### src/hdl/quad_attitude_pid_mixer_assert.svh
// ----------------------------------------------------------------------------
// quad attitude pid mixer assertion macros
// concurrent checks that compile away when SYNTHESIS is set
// ----------------------------------------------------------------------------
`ifndef QUAD_ATTITUDE_PID_MIXER_ASSERT_SVH
`define QUAD_ATTITUDE_PID_MIXER_ASSERT_SVH

`ifndef SYNTHESIS

// property must hold at every edge out of reset
`define QAPM_ASSERT(lbl, clk, rst_n, prop, msg) \
    lbl: assert property (@(posedge clk) disable iff (!rst_n) (prop)) else $error(msg);

// condition must never be seen at an edge out of reset
`define QAPM_ASSERT_NEVER(lbl, clk, rst_n, cond, msg) \
    lbl: assert property (@(posedge clk) disable iff (!rst_n) !(cond)) else $error(msg);

`else

`define QAPM_ASSERT(lbl, clk, rst_n, prop, msg)
`define QAPM_ASSERT_NEVER(lbl, clk, rst_n, cond, msg)

`endif

`endif

### src/hdl/qapm_pkg.sv
// ----------------------------------------------------------------------------
// qapm_pkg
// shared widths, codes and operand bundle of the attitude pid mixer
// ----------------------------------------------------------------------------
`timescale 1ns / 1ps

package qapm_pkg;

    localparam int AXES       = 3;
    localparam int PULSE_W    = 16;
    localparam int ANGLE_W    = 16;
    localparam int ERR_W      = 18;
    localparam int DIFF_W     = 19;
    localparam int INTEG_W    = 32;
    localparam int PROD_W     = 44;
    localparam int SUM_W      = 49;
    localparam int PID_W      = 12;
    localparam int THR_W      = 13;
    localparam int SCALED_W   = 13;
    localparam int REG_IDX_W  = 3;
    localparam int CFG_DATA_W = 24;

    localparam logic [1:0] AXIS_YAW = 2'd2;

    // gains times ten
    localparam int KP10_RP  = 10;
    localparam int KP10_YAW = 15;
    localparam int KI10     = 2;
    localparam int KD10     = 2;

    // +-90 degrees in q9.23
    localparam logic signed [INTEG_W-1:0] INTEG_LIM = 32'sd754974720;
    // +-90 degrees times ten in q.23
    localparam logic [SUM_W-1:0] PID_LIM = 49'd7549747200;
    // t*1500/pid_lim == t*5/(3*2^23): rounding offset and shift
    localparam logic [35:0] OUT_RND   = 36'd12582912;
    // ceil(2^17/3), exact for the 13 bit quotient input
    localparam logic [16:0] RECIP3    = 17'd43691;

    typedef enum logic [REG_IDX_W-1:0] {
        CFG_RC_MID       = 3'd0,
        CFG_RC_DEADZONE  = 3'd1,
        CFG_STICK_GAIN   = 3'd2,
        CFG_ESC_MIN      = 3'd3,
        CFG_ESC_FLOOR    = 3'd4,
        CFG_ESC_MAX      = 3'd5,
        CFG_SAMPLE_RATE  = 3'd6,
        CFG_SAMPLE_FRAC  = 3'd7
    } cfg_idx_t;

    typedef enum logic [1:0] {
        MUL_STICK = 2'd0,
        MUL_ISTEP = 2'd1,
        MUL_DERIV = 2'd2,
        MUL_RECIP = 2'd3
    } mul_op_t;

    typedef struct packed {
        mul_op_t                    op;
        logic signed [16:0]         dev;
        logic [23:0]                stick_gain;
        logic signed [ERR_W-1:0]    err;
        logic [23:0]                period;
        logic signed [DIFF_W-1:0]   diff;
        logic [11:0]                rate;
        logic [SCALED_W-1:0]        scaled;
    } mul_req_t;

endpackage

### src/hdl/qapm_mul_unit.sv
// ----------------------------------------------------------------------------
// qapm_mul_unit
// shared signed multiplier with operand select and registered product
// ----------------------------------------------------------------------------
`timescale 1ns / 1ps

module qapm_mul_unit (
    input  logic                                 aclk,
    input  qapm_pkg::mul_req_t                   req,
    output logic signed [qapm_pkg::PROD_W-1:0]   prod
);
    import qapm_pkg::*;

    logic signed [18:0]       opa;
    logic signed [24:0]       opb;
    logic signed [PROD_W-1:0] prod_reg;

    always_comb begin
        case (req.op)
            MUL_STICK: begin
                opa = 19'(req.dev);
                opb = $signed({1'b0, req.stick_gain});
            end
            MUL_ISTEP: begin
                opa = 19'(req.err);
                opb = $signed({1'b0, req.period});
            end
            MUL_DERIV: begin
                opa = req.diff;
                opb = $signed({13'd0, req.rate});
            end
            MUL_RECIP: begin
                opa = $signed({6'd0, req.scaled});
                opb = $signed({8'd0, RECIP3});
            end
            default: begin
                opa = '0;
                opb = '0;
            end
        endcase
    end

    always_ff @(posedge aclk) begin
        prod_reg <= PROD_W'(opa) * PROD_W'(opb);
    end

    assign prod = prod_reg;

endmodule

### src/hdl/quad_attitude_pid_mixer.sv
// ----------------------------------------------------------------------------
// quad_attitude_pid_mixer
// three-axis attitude pid with x-frame motor mixer, one control tick per beat
// ----------------------------------------------------------------------------
// channel  dir  bits  contents
// s_       in   128   tdata: roll_pulse, pitch_pulse, yaw_pulse, throttle_pulse,
//                     arm_pulse, roll_angle, pitch_angle, yaw_angle (16 each)
// m_       out  64+1  tdata: motor_right_front, motor_left_front,
//                     motor_left_back, motor_right_back; tuser: armed
// cfg_     in   24    write enable, 3 bit register index, write data
//
// armed beat, from accept to the next accept: the accept cycle,
//   eight sequencer steps per axis (four on the shared multiplier), one mix
// disarmed beat: straight from accept to the mix step, state cleared and motors at esc_min
// s_tready is high only in idle; the result sits in an output register, and
//   the mix step waits there only if the previous result is still untaken
// reset (aresetn low, synchronous) clears integrators, previous errors and
//   loads the register defaults
// ----------------------------------------------------------------------------
`timescale 1ns / 1ps

module quad_attitude_pid_mixer (
    input  logic         aclk,
    input  logic         aresetn,
    // roll, pitch, yaw, throttle, arm pulses, then roll, pitch, yaw angles
    input  logic         s_tvalid,
    output logic         s_tready,
    input  logic [127:0] s_tdata,
    // motor_right_front, motor_left_front, motor_left_back, motor_right_back
    output logic         m_tvalid,
    input  logic         m_tready,
    output logic [63:0]  m_tdata,
    // armed
    output logic         m_tuser,
    input  logic         cfg_wr_en,
    input  logic [2:0]   cfg_addr,
    input  logic [23:0]  cfg_wdata
);
    import qapm_pkg::*;

    typedef enum logic [9:0] {
        S_IDLE  = 10'b0000000001,
        S_SETP  = 10'b0000000010,
        S_ERR   = 10'b0000000100,
        S_STEP  = 10'b0000001000,
        S_INTEG = 10'b0000010000,
        S_SUM   = 10'b0000100000,
        S_SCALE = 10'b0001000000,
        S_DIV3  = 10'b0010000000,
        S_PID   = 10'b0100000000,
        S_MIX   = 10'b1000000000
    } state_t;

    // round to nearest, ties away from zero, arithmetic right shift
    function automatic logic signed [PROD_W-1:0] rnd_shr(
        input logic signed [PROD_W-1:0] v,
        input int unsigned              sh
    );
        logic [PROD_W-1:0] mag;
        logic [PROD_W-1:0] q;
        mag = v[PROD_W-1] ? PROD_W'(-v) : PROD_W'(v);
        q   = (mag + (PROD_W'(1) << (sh - 1))) >> sh;
        return v[PROD_W-1] ? -$signed(q) : $signed(q);
    endfunction

    // idle test first, then max
    function automatic logic [15:0] motor_sat(
        input logic signed [16:0] v,
        input logic [15:0]        lo,
        input logic [15:0]        hi
    );
        logic [15:0] r;
        if (v < $signed({1'b0, lo})) begin
            r = lo;
        end else if (v > $signed({1'b0, hi})) begin
            r = hi;
        end else begin
            r = v[15:0];
        end
        return r;
    endfunction

    // configuration registers
    logic [15:0] rc_mid_reg;
    logic [15:0] rc_deadzone_reg;
    logic [23:0] stick_gain_reg;
    logic [15:0] esc_min_reg;
    logic [15:0] esc_floor_reg;
    logic [15:0] esc_max_reg;
    logic [11:0] sample_rate_reg;
    logic [23:0] sample_frac_reg;

    // control
    state_t      state_reg, state_next;
    logic [1:0]  axis_cnt_reg, axis_cnt_next;
    logic        m_tvalid_reg, m_tvalid_next;

    // loop state
    logic signed [INTEG_W-1:0] integ_reg [AXES];
    logic signed [INTEG_W-1:0] integ_next [AXES];
    logic signed [ERR_W-1:0]   prev_reg [AXES];
    logic signed [ERR_W-1:0]   prev_next [AXES];

    // latched beat and working values
    logic [PULSE_W-1:0]        pulse_reg [AXES];
    logic signed [ANGLE_W-1:0] angle_reg [AXES];
    logic [THR_W-1:0]          thr_reg;
    logic                      armed_reg;
    logic signed [ERR_W-1:0]   e_reg;
    logic signed [SUM_W-1:0]   t_reg;
    logic [SCALED_W-1:0]       x_reg;
    logic                      neg_reg;
    logic signed [PID_W-1:0]   pid_reg [AXES];
    logic [63:0]               m_tdata_reg;
    logic                      m_tuser_reg;

    logic                      accept;
    logic                      armed_in;
    logic                      out_free;

    mul_req_t                  mul_req;
    logic signed [PROD_W-1:0]  mul_prod;

    // per axis datapath
    logic [PULSE_W-1:0]        pulse_cur;
    logic signed [ANGLE_W-1:0] angle_cur;
    logic signed [INTEG_W-1:0] integ_cur;
    logic signed [ERR_W-1:0]   prev_cur;
    logic signed [16:0]        dev;
    logic [16:0]               dev_mag;
    logic                      in_dz;
    logic signed [PROD_W-1:0]  sp_round;
    logic signed [15:0]        sp;
    logic signed [ERR_W-1:0]   e_new;
    logic signed [PROD_W-1:0]  integ_sum;
    logic signed [INTEG_W-1:0] integ_upd;
    logic signed [DIFF_W-1:0]  diff;
    logic signed [SUM_W-1:0]   kp_term;
    logic signed [SUM_W-1:0]   ki_term;
    logic signed [SUM_W-1:0]   kd_term;
    logic signed [SUM_W-1:0]   t_new;
    logic [SUM_W-1:0]          t_mag;
    logic [SUM_W-1:0]          t_clip;
    logic [35:0]               t_x5;
    logic [35:0]               t_x5_rnd;
    logic [10:0]               pid_mag;
    logic signed [PID_W-1:0]   pid_new;

    // mixer
    logic signed [16:0]        thr_s;
    logic signed [16:0]        r_s, p_s, y_s;
    logic [15:0]               mot_rf, mot_lf, mot_lb, mot_rb;
    logic [63:0]               mix_data;

    assign s_tready = (state_reg == S_IDLE);
    assign accept   = s_tvalid && s_tready;
    assign armed_in = (s_tdata[79:64] > rc_mid_reg);
    assign out_free = !m_tvalid_reg || m_tready;

    assign m_tvalid = m_tvalid_reg;
    assign m_tdata  = m_tdata_reg;
    assign m_tuser  = m_tuser_reg;

    // ------------------------------------------------------------------
    // configuration writes
    // ------------------------------------------------------------------
    always_ff @(posedge aclk) begin
        if (!aresetn) begin
            rc_mid_reg      <= 16'd4500;
            rc_deadzone_reg <= 16'd60;
            stick_gain_reg  <= 24'd251658;
            esc_min_reg     <= 16'd3000;
            esc_floor_reg   <= 16'd3300;
            esc_max_reg     <= 16'd6000;
            sample_rate_reg <= 12'd250;
            sample_frac_reg <= 24'd67109;
        end else if (cfg_wr_en) begin
            case (cfg_idx_t'(cfg_addr))
                CFG_RC_MID:      rc_mid_reg      <= cfg_wdata[15:0];
                CFG_RC_DEADZONE: rc_deadzone_reg <= cfg_wdata[15:0];
                CFG_STICK_GAIN:  stick_gain_reg  <= cfg_wdata;
                CFG_ESC_MIN:     esc_min_reg     <= cfg_wdata[15:0];
                CFG_ESC_FLOOR:   esc_floor_reg   <= cfg_wdata[15:0];
                CFG_ESC_MAX:     esc_max_reg     <= cfg_wdata[15:0];
                CFG_SAMPLE_RATE: sample_rate_reg <= cfg_wdata[11:0];
                CFG_SAMPLE_FRAC: sample_frac_reg <= cfg_wdata;
                default: begin
                end
            endcase
        end
    end

    // ------------------------------------------------------------------
    // shared multiplier: stick scale, integral step, derivative, divide by 3
    // ------------------------------------------------------------------
    always_comb begin
        mul_req            = '0;
        mul_req.dev        = dev;
        mul_req.stick_gain = stick_gain_reg;
        mul_req.err        = e_reg;
        mul_req.period     = sample_frac_reg;
        mul_req.diff       = diff;
        mul_req.rate       = sample_rate_reg;
        mul_req.scaled     = x_reg;
        case (state_reg)
            S_SETP:  mul_req.op = MUL_STICK;
            S_STEP:  mul_req.op = MUL_ISTEP;
            S_INTEG: mul_req.op = MUL_DERIV;
            S_DIV3:  mul_req.op = MUL_RECIP;
            default: mul_req.op = MUL_STICK;
        endcase
    end

    qapm_mul_unit u_mul (
        .aclk (aclk),
        .req  (mul_req),
        .prod (mul_prod)
    );

    // ------------------------------------------------------------------
    // per axis arithmetic, each piece used in one sequencer step
    // ------------------------------------------------------------------
    assign pulse_cur = pulse_reg[axis_cnt_reg];
    assign angle_cur = angle_reg[axis_cnt_reg];
    assign integ_cur = integ_reg[axis_cnt_reg];
    assign prev_cur  = prev_reg[axis_cnt_reg];

    // stick deviation and dead zone
    assign dev     = $signed({1'b0, pulse_cur}) - $signed({1'b0, rc_mid_reg});
    assign dev_mag = dev[16] ? 17'(-dev) : 17'(dev);
    assign in_dz   = (dev_mag <= {1'b0, rc_deadzone_reg});

    // setpoint from the stick product, saturated to q9.7
    assign sp_round = rnd_shr(mul_prod, 16);
    always_comb begin
        if (in_dz) begin
            sp = '0;
        end else if (sp_round > 44'sd32767) begin
            sp = 16'sh7fff;
        end else if (sp_round < -44'sd32768) begin
            sp = 16'sh8000;
        end else begin
            sp = sp_round[15:0];
        end
    end
    assign e_new = ERR_W'(sp) - ERR_W'(angle_cur);

    // integrator update, clamped to +-90 degrees
    assign integ_sum = PROD_W'(integ_cur) + rnd_shr(mul_prod, 8);
    always_comb begin
        if (integ_sum > PROD_W'(INTEG_LIM)) begin
            integ_upd = INTEG_LIM;
        end else if (integ_sum < -PROD_W'(INTEG_LIM)) begin
            integ_upd = -INTEG_LIM;
        end else begin
            integ_upd = integ_sum[INTEG_W-1:0];
        end
    end

    // error difference, taken before the previous error is replaced
    assign diff = DIFF_W'(e_reg) - DIFF_W'(prev_cur);

    // pid sum in q.23 times ten; mul_prod holds diff*rate here
    always_comb begin
        if (axis_cnt_reg == AXIS_YAW) begin
            kp_term = (SUM_W'(e_reg) * SUM_W'(KP10_YAW)) <<< 16;
            ki_term = '0;
            kd_term = '0;
        end else begin
            kp_term = (SUM_W'(e_reg) * SUM_W'(KP10_RP)) <<< 16;
            ki_term = SUM_W'(integ_cur) * SUM_W'(KI10);
            kd_term = (SUM_W'(mul_prod) * SUM_W'(KD10)) <<< 16;
        end
    end
    assign t_new = kp_term + ki_term + kd_term;

    // clamp magnitude, then (|t|*5 + half) >> 23 ahead of the divide by 3
    assign t_mag    = t_reg[SUM_W-1] ? SUM_W'(-t_reg) : SUM_W'(t_reg);
    assign t_clip   = (t_mag > PID_LIM) ? PID_LIM : t_mag;
    assign t_x5     = (36'(t_clip) << 2) + 36'(t_clip);
    assign t_x5_rnd = t_x5 + OUT_RND;

    // quotient by 3 via reciprocal multiply
    assign pid_mag = mul_prod[27:17];
    assign pid_new = neg_reg ? -$signed({1'b0, pid_mag}) : $signed({1'b0, pid_mag});

    // ------------------------------------------------------------------
    // x-frame mixer and motor saturation
    // ------------------------------------------------------------------
    assign thr_s = $signed({4'd0, thr_reg});
    assign r_s   = 17'(pid_reg[0]);
    assign p_s   = 17'(pid_reg[1]);
    assign y_s   = 17'(pid_reg[2]);

    assign mot_rf = motor_sat(thr_s - r_s - p_s + y_s, esc_floor_reg, esc_max_reg);
    assign mot_lf = motor_sat(thr_s + r_s - p_s - y_s, esc_floor_reg, esc_max_reg);
    assign mot_lb = motor_sat(thr_s + r_s + p_s + y_s, esc_floor_reg, esc_max_reg);
    assign mot_rb = motor_sat(thr_s - r_s + p_s - y_s, esc_floor_reg, esc_max_reg);

    assign mix_data = armed_reg ? {mot_rb, mot_lb, mot_lf, mot_rf}
                                : {esc_min_reg, esc_min_reg, esc_min_reg, esc_min_reg};

    // ------------------------------------------------------------------
    // sequencer
    // ------------------------------------------------------------------
    always_comb begin
        state_next    = state_reg;
        axis_cnt_next = axis_cnt_reg;
        m_tvalid_next = m_tvalid_reg && !m_tready;
        integ_next    = integ_reg;
        prev_next     = prev_reg;
        case (state_reg)
            S_IDLE: begin
                if (s_tvalid) begin
                    axis_cnt_next = '0;
                    if (armed_in) begin
                        state_next = S_SETP;
                    end else begin
                        // disarmed: drop integrators and previous errors
                        for (int a = 0; a < AXES; a++) begin
                            integ_next[a] = '0;
                            prev_next[a]  = '0;
                        end
                        state_next = S_MIX;
                    end
                end
            end
            S_SETP:  state_next = S_ERR;
            S_ERR:   state_next = S_STEP;
            S_STEP:  state_next = S_INTEG;
            S_INTEG: begin
                integ_next[axis_cnt_reg] = integ_upd;
                state_next = S_SUM;
            end
            S_SUM: begin
                prev_next[axis_cnt_reg] = e_reg;
                state_next = S_SCALE;
            end
            S_SCALE: state_next = S_DIV3;
            S_DIV3:  state_next = S_PID;
            S_PID: begin
                if (axis_cnt_reg == 2'(AXES - 1)) begin
                    state_next = S_MIX;
                end else begin
                    axis_cnt_next = axis_cnt_reg + 2'd1;
                    state_next    = S_SETP;
                end
            end
            S_MIX: begin
                // hold here while the previous result is still untaken
                if (out_free) begin
                    m_tvalid_next = 1'b1;
                    state_next    = S_IDLE;
                end
            end
            default: state_next = S_IDLE;
        endcase
    end

    always_ff @(posedge aclk) begin
        if (!aresetn) begin
            state_reg    <= S_IDLE;
            axis_cnt_reg <= '0;
            m_tvalid_reg <= 1'b0;
            integ_reg    <= '{default: '0};
            prev_reg     <= '{default: '0};
        end else begin
            state_reg    <= state_next;
            axis_cnt_reg <= axis_cnt_next;
            m_tvalid_reg <= m_tvalid_next;
            integ_reg    <= integ_next;
            prev_reg     <= prev_next;
        end
    end

    // working registers, no reset needed
    always_ff @(posedge aclk) begin
        if (accept) begin
            for (int a = 0; a < AXES; a++) begin
                pulse_reg[a] <= s_tdata[PULSE_W*a +: PULSE_W];
                angle_reg[a] <= s_tdata[80 + ANGLE_W*a +: ANGLE_W];
            end
            thr_reg   <= s_tdata[63:51];
            armed_reg <= armed_in;
        end
        if (state_reg == S_ERR) begin
            e_reg <= e_new;
        end
        if (state_reg == S_SUM) begin
            t_reg <= t_new;
        end
        if (state_reg == S_SCALE) begin
            x_reg   <= t_x5_rnd[35:23];
            neg_reg <= t_reg[SUM_W-1];
        end
        if (state_reg == S_PID) begin
            pid_reg[axis_cnt_reg] <= pid_new;
        end
        if (state_reg == S_MIX && out_free) begin
            m_tdata_reg <= mix_data;
            m_tuser_reg <= armed_reg;
        end
    end

    // ------------------------------------------------------------------
    // checks
    // ------------------------------------------------------------------
`include "quad_attitude_pid_mixer_assert.svh"

    `QAPM_ASSERT(a_axis_range, aclk, aresetn,
        axis_cnt_reg <= 2'(AXES - 1), "axis count past last axis")
    `QAPM_ASSERT(a_last_axis_mix, aclk, aresetn,
        (state_reg == S_PID && axis_cnt_reg == 2'(AXES - 1)) |=> (state_reg == S_MIX),
        "last axis did not go to mix")
    `QAPM_ASSERT(a_pid_bound, aclk, aresetn,
        (state_reg == S_PID) |-> (pid_mag <= 11'd1500), "pid output beyond 1500")
    `QAPM_ASSERT(a_integ_bound, aclk, aresetn,
        (integ_cur <= INTEG_LIM) && (integ_cur >= -INTEG_LIM), "integrator beyond limit")
    `QAPM_ASSERT_NEVER(a_valid_src, aclk, aresetn,
        $rose(m_tvalid_reg) && !$past(state_reg == S_MIX), "result raised outside mix step")

endmodule

### config.mk
export PLATFORM = sky130hd
export DESIGN_NAME = quad_attitude_pid_mixer
export DESIGN_NICKNAME = d
export VERILOG_FILES = /design/src/hdl/qapm_pkg.sv /design/src/hdl/qapm_mul_unit.sv /design/src/hdl/quad_attitude_pid_mixer.sv
export VERILOG_INCLUDE_DIRS = /design/src /design/src/hdl
export SDC_FILE = /design/constraint.sdc
export NUM_CORES = 2
export LEC_CHECK = 0
export BUFFER_PORTS_ARGS = -buffer_cell sky130_fd_sc_hd__buf_4
export CAP_MARGIN = 40
export CORE_MARGIN = 2
export CORE_UTILIZATION = 60
export CTS_BUF_LIST = sky130_fd_sc_hd__clkbuf_4 sky130_fd_sc_hd__clkbuf_8
export DETAILED_ROUTE_END_ITERATION = 10
export PLACE_DENSITY = 0.77
export RECOVER_POWER = 50
export SLEW_MARGIN = 20
export SYNTH_ARGS = -nofsm -noshare
export SYNTH_HDL_FRONTEND = slang
export SYNTH_SLANG_ARGS = --single-unit
### constraint.sdc
create_clock -name aclk -period 14.9 [get_ports aclk]
set_input_delay 0.745 -clock aclk [delete_from_list [all_inputs] [get_ports aclk]]
set_output_delay 0.745 -clock aclk [all_outputs]
set_load 0.01 [all_outputs]
Word-level counts from Yosys, hierarchy flattened
Memories as Yosys holds them, arrays and structs flattened. A register that Yosys moved wholly into a read port is not among the register bits.
Cells that the tools add are included.
{"block": "totals", "mem_count": 3, "out_inout_bits": 67, "regBits": 506, "ramBits": 132, "mem_bits_ro": 0, "latch_bits": 0}
{"name": "angle_reg", "words": 3, "width": 16, "rd": 1, "rd_ports_with_merged_regs": 1, "wr": 3, "line": "quad_attitude_pid_mixer.sv:106", "text": "logic signed [ANGLE_W-1:0] angle_reg [AXES];"}
{"name": "pulse_reg", "words": 3, "width": 16, "rd": 1, "rd_ports_with_merged_regs": 1, "wr": 3, "line": "quad_attitude_pid_mixer.sv:105", "text": "logic [PULSE_W-1:0] pulse_reg [AXES];"}
{"name": "pid_reg", "words": 3, "width": 12, "rd": 3, "rd_ports_with_merged_regs": 0, "wr": 1, "line": "quad_attitude_pid_mixer.sv:113", "text": "logic signed [PID_W-1:0] pid_reg [AXES];"}
{"block": "op_classes", "order_cmp": 17, "bitwise": 1, "addsub": 27, "multipliers": 3, "n_mux": 63, "n_eq_ne": 25, "reduce_logical": 24, "div_mod_pow": 0, "shift": 0}
{"op": "two-way mux 49 bit", "n": 4}
{"op": "two-way mux 96 bit", "n": 2}
{"op": "case mux 96 bit (2 select lines)", "n": 1}
{"op": "two-way mux 16 bit", "n": 11}
{"op": "two-way mux 32 bit", "n": 5}
{"op": "two-way mux 44 bit", "n": 3}
{"op": "two-way mux 54 bit", "n": 2}
{"op": "case mux 54 bit (2 select lines)", "n": 1}
{"op": "case mux 10 bit (10 select lines)", "n": 1}
{"op": "case mux 25 bit (4 select lines)", "n": 1}
{"op": "adder 49 bit", "n": 2}
{"op": "bitwise mux 96 bit", "n": 1}
{"op": "case mux 19 bit (4 select lines)", "n": 1}
{"op": "> comparator 17 bit", "n": 4}
{"op": "less-than comparator 17 bit", "n": 4}
{"op": "binary-select mux 32 bit (select 2 bit)", "n": 1}
{"op": "demux 32 bit (select 2 bit)", "n": 1}
{"op": "two-way mux 64 bit", "n": 1}
{"op": "bitwise mux 54 bit", "n": 1}
{"op": "two-way mux 18 bit", "n": 3}
{"op": "> comparator 49 x 33 -> 1 bit (second input constant)", "n": 1}
{"op": "negator 49 bit", "n": 1}
{"op": "adder 32 x 44 -> 44 bit", "n": 1}
{"op": "adder 44 x 16 -> 44 bit (second input constant)", "n": 1}
{"op": "63 further kinds", "n": 106}

Logic depth before layout (Yosys ltp)
{"block": "depth", "ltp_word": 11, "depth_mapped": 54, "ltp_nobuf": 50}

Hierarchy
Synthesis repeated with hierarchy kept, for this count alone.
{"block": "unflattened", "hier_cells": 7831, "area_unflattened_um2": 67186.9}
{"mod": "quad_attitude_pid_mixer", "area_per_inst_um2": 50492.2, "instances": 1, "cells_per_inst": 5904, "seq_area_each_um2": 14754.2}
{"mod": "qapm_mul_unit", "area_per_inst_um2": 16694.8, "instances": 1, "cells_per_inst": 1927, "seq_area_each_um2": 880.8}

Worst setup path after synthesis
Ideal clock, no wire load.
{"block": "synth_path", "path_kind": "reg-to-reg", "startpoint": "register axis_cnt_reg[1]", "endpoint": "register u_mul.prod_reg[43], in the netlist u_mul.prod[43]", "path_stages_with_launch": 45, "path_buffers": 4, "required_ps": 14828, "synth_period_minus_slack_ps": 11084, "arrival_ps": 11012, "slack_ps": 3816, "cell_sequence": "dfxtp_1 > clkbuf_1 > clkbuf_1 > buf_1 > mux2i_1 > o21ai_0 > ha_1 > nor2b_1 > o21ai_0 > a21boi_0 > o21ai_0 > a21boi_0 > o21a_1 > o21a_1 > o21ai_0 > a21boi_0 > o21ai_0 > a21oi_1 > (+9 left out) > fa_1 > fa_1 > fa_1 > fa_1 > ha_1 > nand2_1 > nor2_1 > a31oi_1 > o21ai_0 > o211ai_1 > a21oi_1 > o41a_1 > a221o_1 > o211ai_1 > o21ai_0 > nand3b_1 > a31oi_1 > xnor2_1"}
{"block": "synth_via", "elab_chain_cells": 7}
{"element": "start: declaration", "line": "quad_attitude_pid_mixer.sv:95", "text": "logic [1:0] axis_cnt_reg, axis_cnt_next;"}
{"element": "start signal: assignment", "line": "quad_attitude_pid_mixer.sv:369", "text": "axis_cnt_reg <= axis_cnt_next;"}
{"element": "NOT 2 -> 3 bit (not written as such)", "line": "quad_attitude_pid_mixer.sv:226", "text": "assign prev_cur = prev_reg[axis_cnt_reg];"}
{"element": "binary-select mux 18 bit (select 2 bit)", "line": "quad_attitude_pid_mixer.sv:226"}
{"element": "two-way mux 18 bit (not written as such) (2 in series)", "line": "quad_attitude_pid_mixer.sv:226"}
{"element": "subtractor 17 x 18 -> 19 bit", "line": "quad_attitude_pid_mixer.sv:261", "text": "assign diff = DIFF_W'(e_reg) - DIFF_W'(prev_cur);"}
{"element": "case mux 19 bit (4 select lines)", "line": "qapm_mul_unit.sv:19", "text": "case (req.op)"}
{"element": "multiplier 19 x 25 -> 44 bit", "line": "qapm_mul_unit.sv:44", "text": "prod_reg <= PROD_W'(opa) * PROD_W'(opb);"}
{"element": "end signal: assignment", "line": "qapm_mul_unit.sv:44"}
{"element": "end: declaration", "line": "qapm_mul_unit.sv:16", "text": "logic signed [PROD_W-1:0] prod_reg;"}
No other way between the ends. The select of a mux whose other input is x is not followed.
A chain may end at the register's enable or synchronous reset.

Final worst setup path
{"block": "layout_path", "startpoint": "register axis_cnt_reg[1]", "endpoint": "register u_mul.prod_reg[40], in the netlist u_mul.prod[40]"}
Same word-level chain as after synthesis.

==> results.toml <==
[synthesis]
synth_area_um2 = 65700
seq_area_frac_synth = 0.238
synth-edff-count = 290
synth_ff_type = "dfxtp_1"
ys_ff_latch = 636
async_flop_share = 0
avgSynthCellArea_um2 = 8.66
netlist_instances = 7590
synthDistinctLibCells = 101
ys_warn_count = 0

[placed_design]
dp_hpwl_mm = 154
place_congestion = 0.985
place.port_buffers = 223

[critical_path]
criticalPathCategory = "register to register"
slowest_delay_ns = 0.86
reg2reg_slack_ns = 2.82
worstPathRequired_ns = 15.63
crit_slowest_cell = "dfxtp_1"
timing.rr.start = "axis_cnt_reg[1]$_SDFFE_PN0P_"
r2r-end = "u_mul.prod[40]$_DFF_P_"
cp_common_cell = "fa_1"
critical_path.endpoint_type = "register"
reg2reg_depth = 42
start_kind = "register"
crit_path_max_fanout = 42
cp.arrival_ns = 12.82

[timing]
rsz0062_at_grt = "false"
relSlewSlack = -1.41
setup_viol = 0
whs_ns = 0.130
finalCriticalPeriod_ns = 12.08
hold_violations = 0
min_period_over_period = 0.811
tightest_slew_ns = 3.61
tns_ns = 0
drv_slew = 361
fmax_ghz = 0.0827
skew_ns = 0.0602

[pwr]
powerDensity_nw_per_um2 = 241
pwr-share-clk = 0.100
leakage_nw = 31.3
switchingPower_mw = 8.58
p_int_mw = 8.57
swShare = 0.501
total_power_mw = 17.2
seq_power_share = 0.137
peakVddDrop_v = 0.000905
power_frac_comb = 0.763

[routing]
drt-vias-per-instance = 6.14
drt_wl_total_mm = 198
initialDrtViolationCount = 5567
routedWlPerCell_um = 21.5
route.detailed.drc = 0
drtAntennaViolNets = 0
vias = 56600
firstDrtPassIters = 7

[die]
die_w_um = 335
ios = 227
die_area_um2 = 112000
core_area_um2 = 109000
initial_core_util = 0.605
rows = 121
die_y_um = 335

[finish]
layout_common_cells = "995 x nand2_1, 841 x inv_1, 683 x ha_1, 521 x nor2_1, 502 x fa_1"
nFillCells = 9058
final_common_cell = "nand2_1"
largest_reg_flops = 96
area_growth_pct = 8.22
fin_util = 0.654
final_layout_size_suffix_gt1_frac = 0.0712
final_net_count = 9057

[grt]
grt_pass1_vias = 55800
grt_pass1_wl_mm = 308
overflow = 0
grt_max_degree = 78
antenna_found_initial = 3
grt_usage = 0.350

[cts]
clock_sinks = 636
clock_path_buffers = 3
cts_tree = "built"
clk_latency_ns = 0.81
cts_root_buf = "clkbuf_8"
clk_pin_slew_ns = 0.07
post_cts_buffers = 0
cts_resized = 0
cts_buffers = 103
htreeDepth = 3
hold_buffers = 0

[job]
maxCapViolCount = 6

[worst_hold_path]
hold_path.class = "input pin to register"
min-delay-start = "s_tdata[45]"
min_to = "pulse_reg[2][13]$_DFFE_PP_"
min_path_cells = 1

[outcome]
status = "finished, violations left"
violations = "max-capacitance violations, max-slew violations"
==> critical path, delay by kind of cell (launching register included) <==
kind / cells / cell delay, ns
flip-flops: 1 / 0.86
XOR/XNOR: 1 / 0.13
AO/OA/AOI/OAI: 22 / 5.23
buffers and inverters: 6 / 1.22
adder cells (fa/ha/maj): 9 / 3.87
multiplexers: 1 / 0.31
AND/OR/NAND/NOR: 3 / 0.39
==> metrics by stage <==
stage | setup slack, ns | cell area [um^2] | std cells
after floorplan | 3.82 | 65700 | 7592
after global placement | 2.90 | 68600 | 8971
after detailed placement | 2.81 | 69000 | 9002
after CTS | 2.74 | 71400 | 9192
after global routing | 2.17 | 71100 | 9212
final | 2.82 | 71100 | 9212
==> layer usage <==
metal,GRT usage,routed length [um],up-vias
li1,-,-,26300
met1,0.441,77300,27000
met2,0.573,91800,2629
met3,0.0678,17300,656
met4,0.178,11400,2
met5,0,12,-
==> how the worst max path moves through the flow <==
stage | endpoint | cells past startpoint | slack (ns) | from
CTS | u_mul.prod[40]$_DFF_P_ | 43 | 2.74 | register
finish | u_mul.prod[40]$_DFF_P_ | 42 | 2.82 | axis_cnt_reg[1]$_SDFFE_PN0P_
floorplan | u_mul.prod[43]$_DFF_P_ | 44 | 3.82 | axis_cnt_reg[1]$_SDFFE_PN0P_
global placement | u_mul.prod[43]$_DFF_P_ | 39 | 2.90 | register
global route | u_mul.prod[43]$_DFF_P_ | 42 | 2.17 | axis_cnt_reg[1]$_SDFFE_PN0P_
detailed placement | u_mul.prod[40]$_DFF_P_ | 43 | 2.81 | register
==> final cells by class <==
class,instances,area [um^2],area share
Antenna cell,1,2.50,0.0000352
Clock buffer,149,1820,0.0256
Clock inverter,41,488,0.00686
Inverter,849,3190,0.0449
Multi-Input combinational cell,5768,45700,0.642
Sequential cell,636,15600,0.220
Tap cell,1414,1770,0.0249
Timing Repair Buffer,354,2530,0.0356
==> power groups by stage <==
stage,Clock (mW),Combinational [mW],Sequential [mW]
after global placement,0,12.6,2.37
final,1.72,13.1,2.35
after detailed placement,0,12.9,2.37
after global routing,1.80,14.5,2.35
after floorplan,0,9.47,2.24
after CTS,1.73,13.0,2.34
==> kinds of logic (layout without fill, tap and decap cells) <==
group / Yosys count / count (layout) / synth area share
adder cells (fa/ha/maj): 1185 / 1185 / 0.283
AND/OR/NAND/NOR: 2385 / 2385 / 0.168
AO/OA/AOI/OAI: 1578 / 1578 / 0.155
multiplexers: 185 / 185 / 0.0286
XOR/XNOR: 432 / 432 / 0.0578
buffers and inverters: 1188 / 1393 / 0.0695
other: 1 / 4 / 0.0000571
flip-flops: 636 / 636 / 0.238
==> synth_stat cells, drive strengths merged, types with 19 or more instances <==
library cell	n	area (um^2)
mux2	21	240
a22o	60	526
o21a	84	631
nand3	176	881
nor3	121	621
and2	75	469
a211oi	38	305
clkbuf	293	1110
xor2	116	1020
fa	502	10000
o21bai	56	420
o31ai	36	270
mux2i	164	1640
and3	36	225
or2	29	181
a31oi	44	275
nor2	522	1960
a21o	107	803
a21oi	460	2310
nor3b	25	188
dfxtp	346	6930
a21boi	33	248
xnor2	315	2760
ha	683	8550
nand2	995	3730
nand4	61	388
o41ai	19	166
nand2b	81	507
edfxtp	290	8710
buf	46	267
or3	55	349
or4	37	285
o221ai	47	412
nor2b	69	432
o21ai	361	1810
nor4	54	357
o211ai	47	353
inv	843	3160
Note: power is estimated with default switching activity, not from simulation.
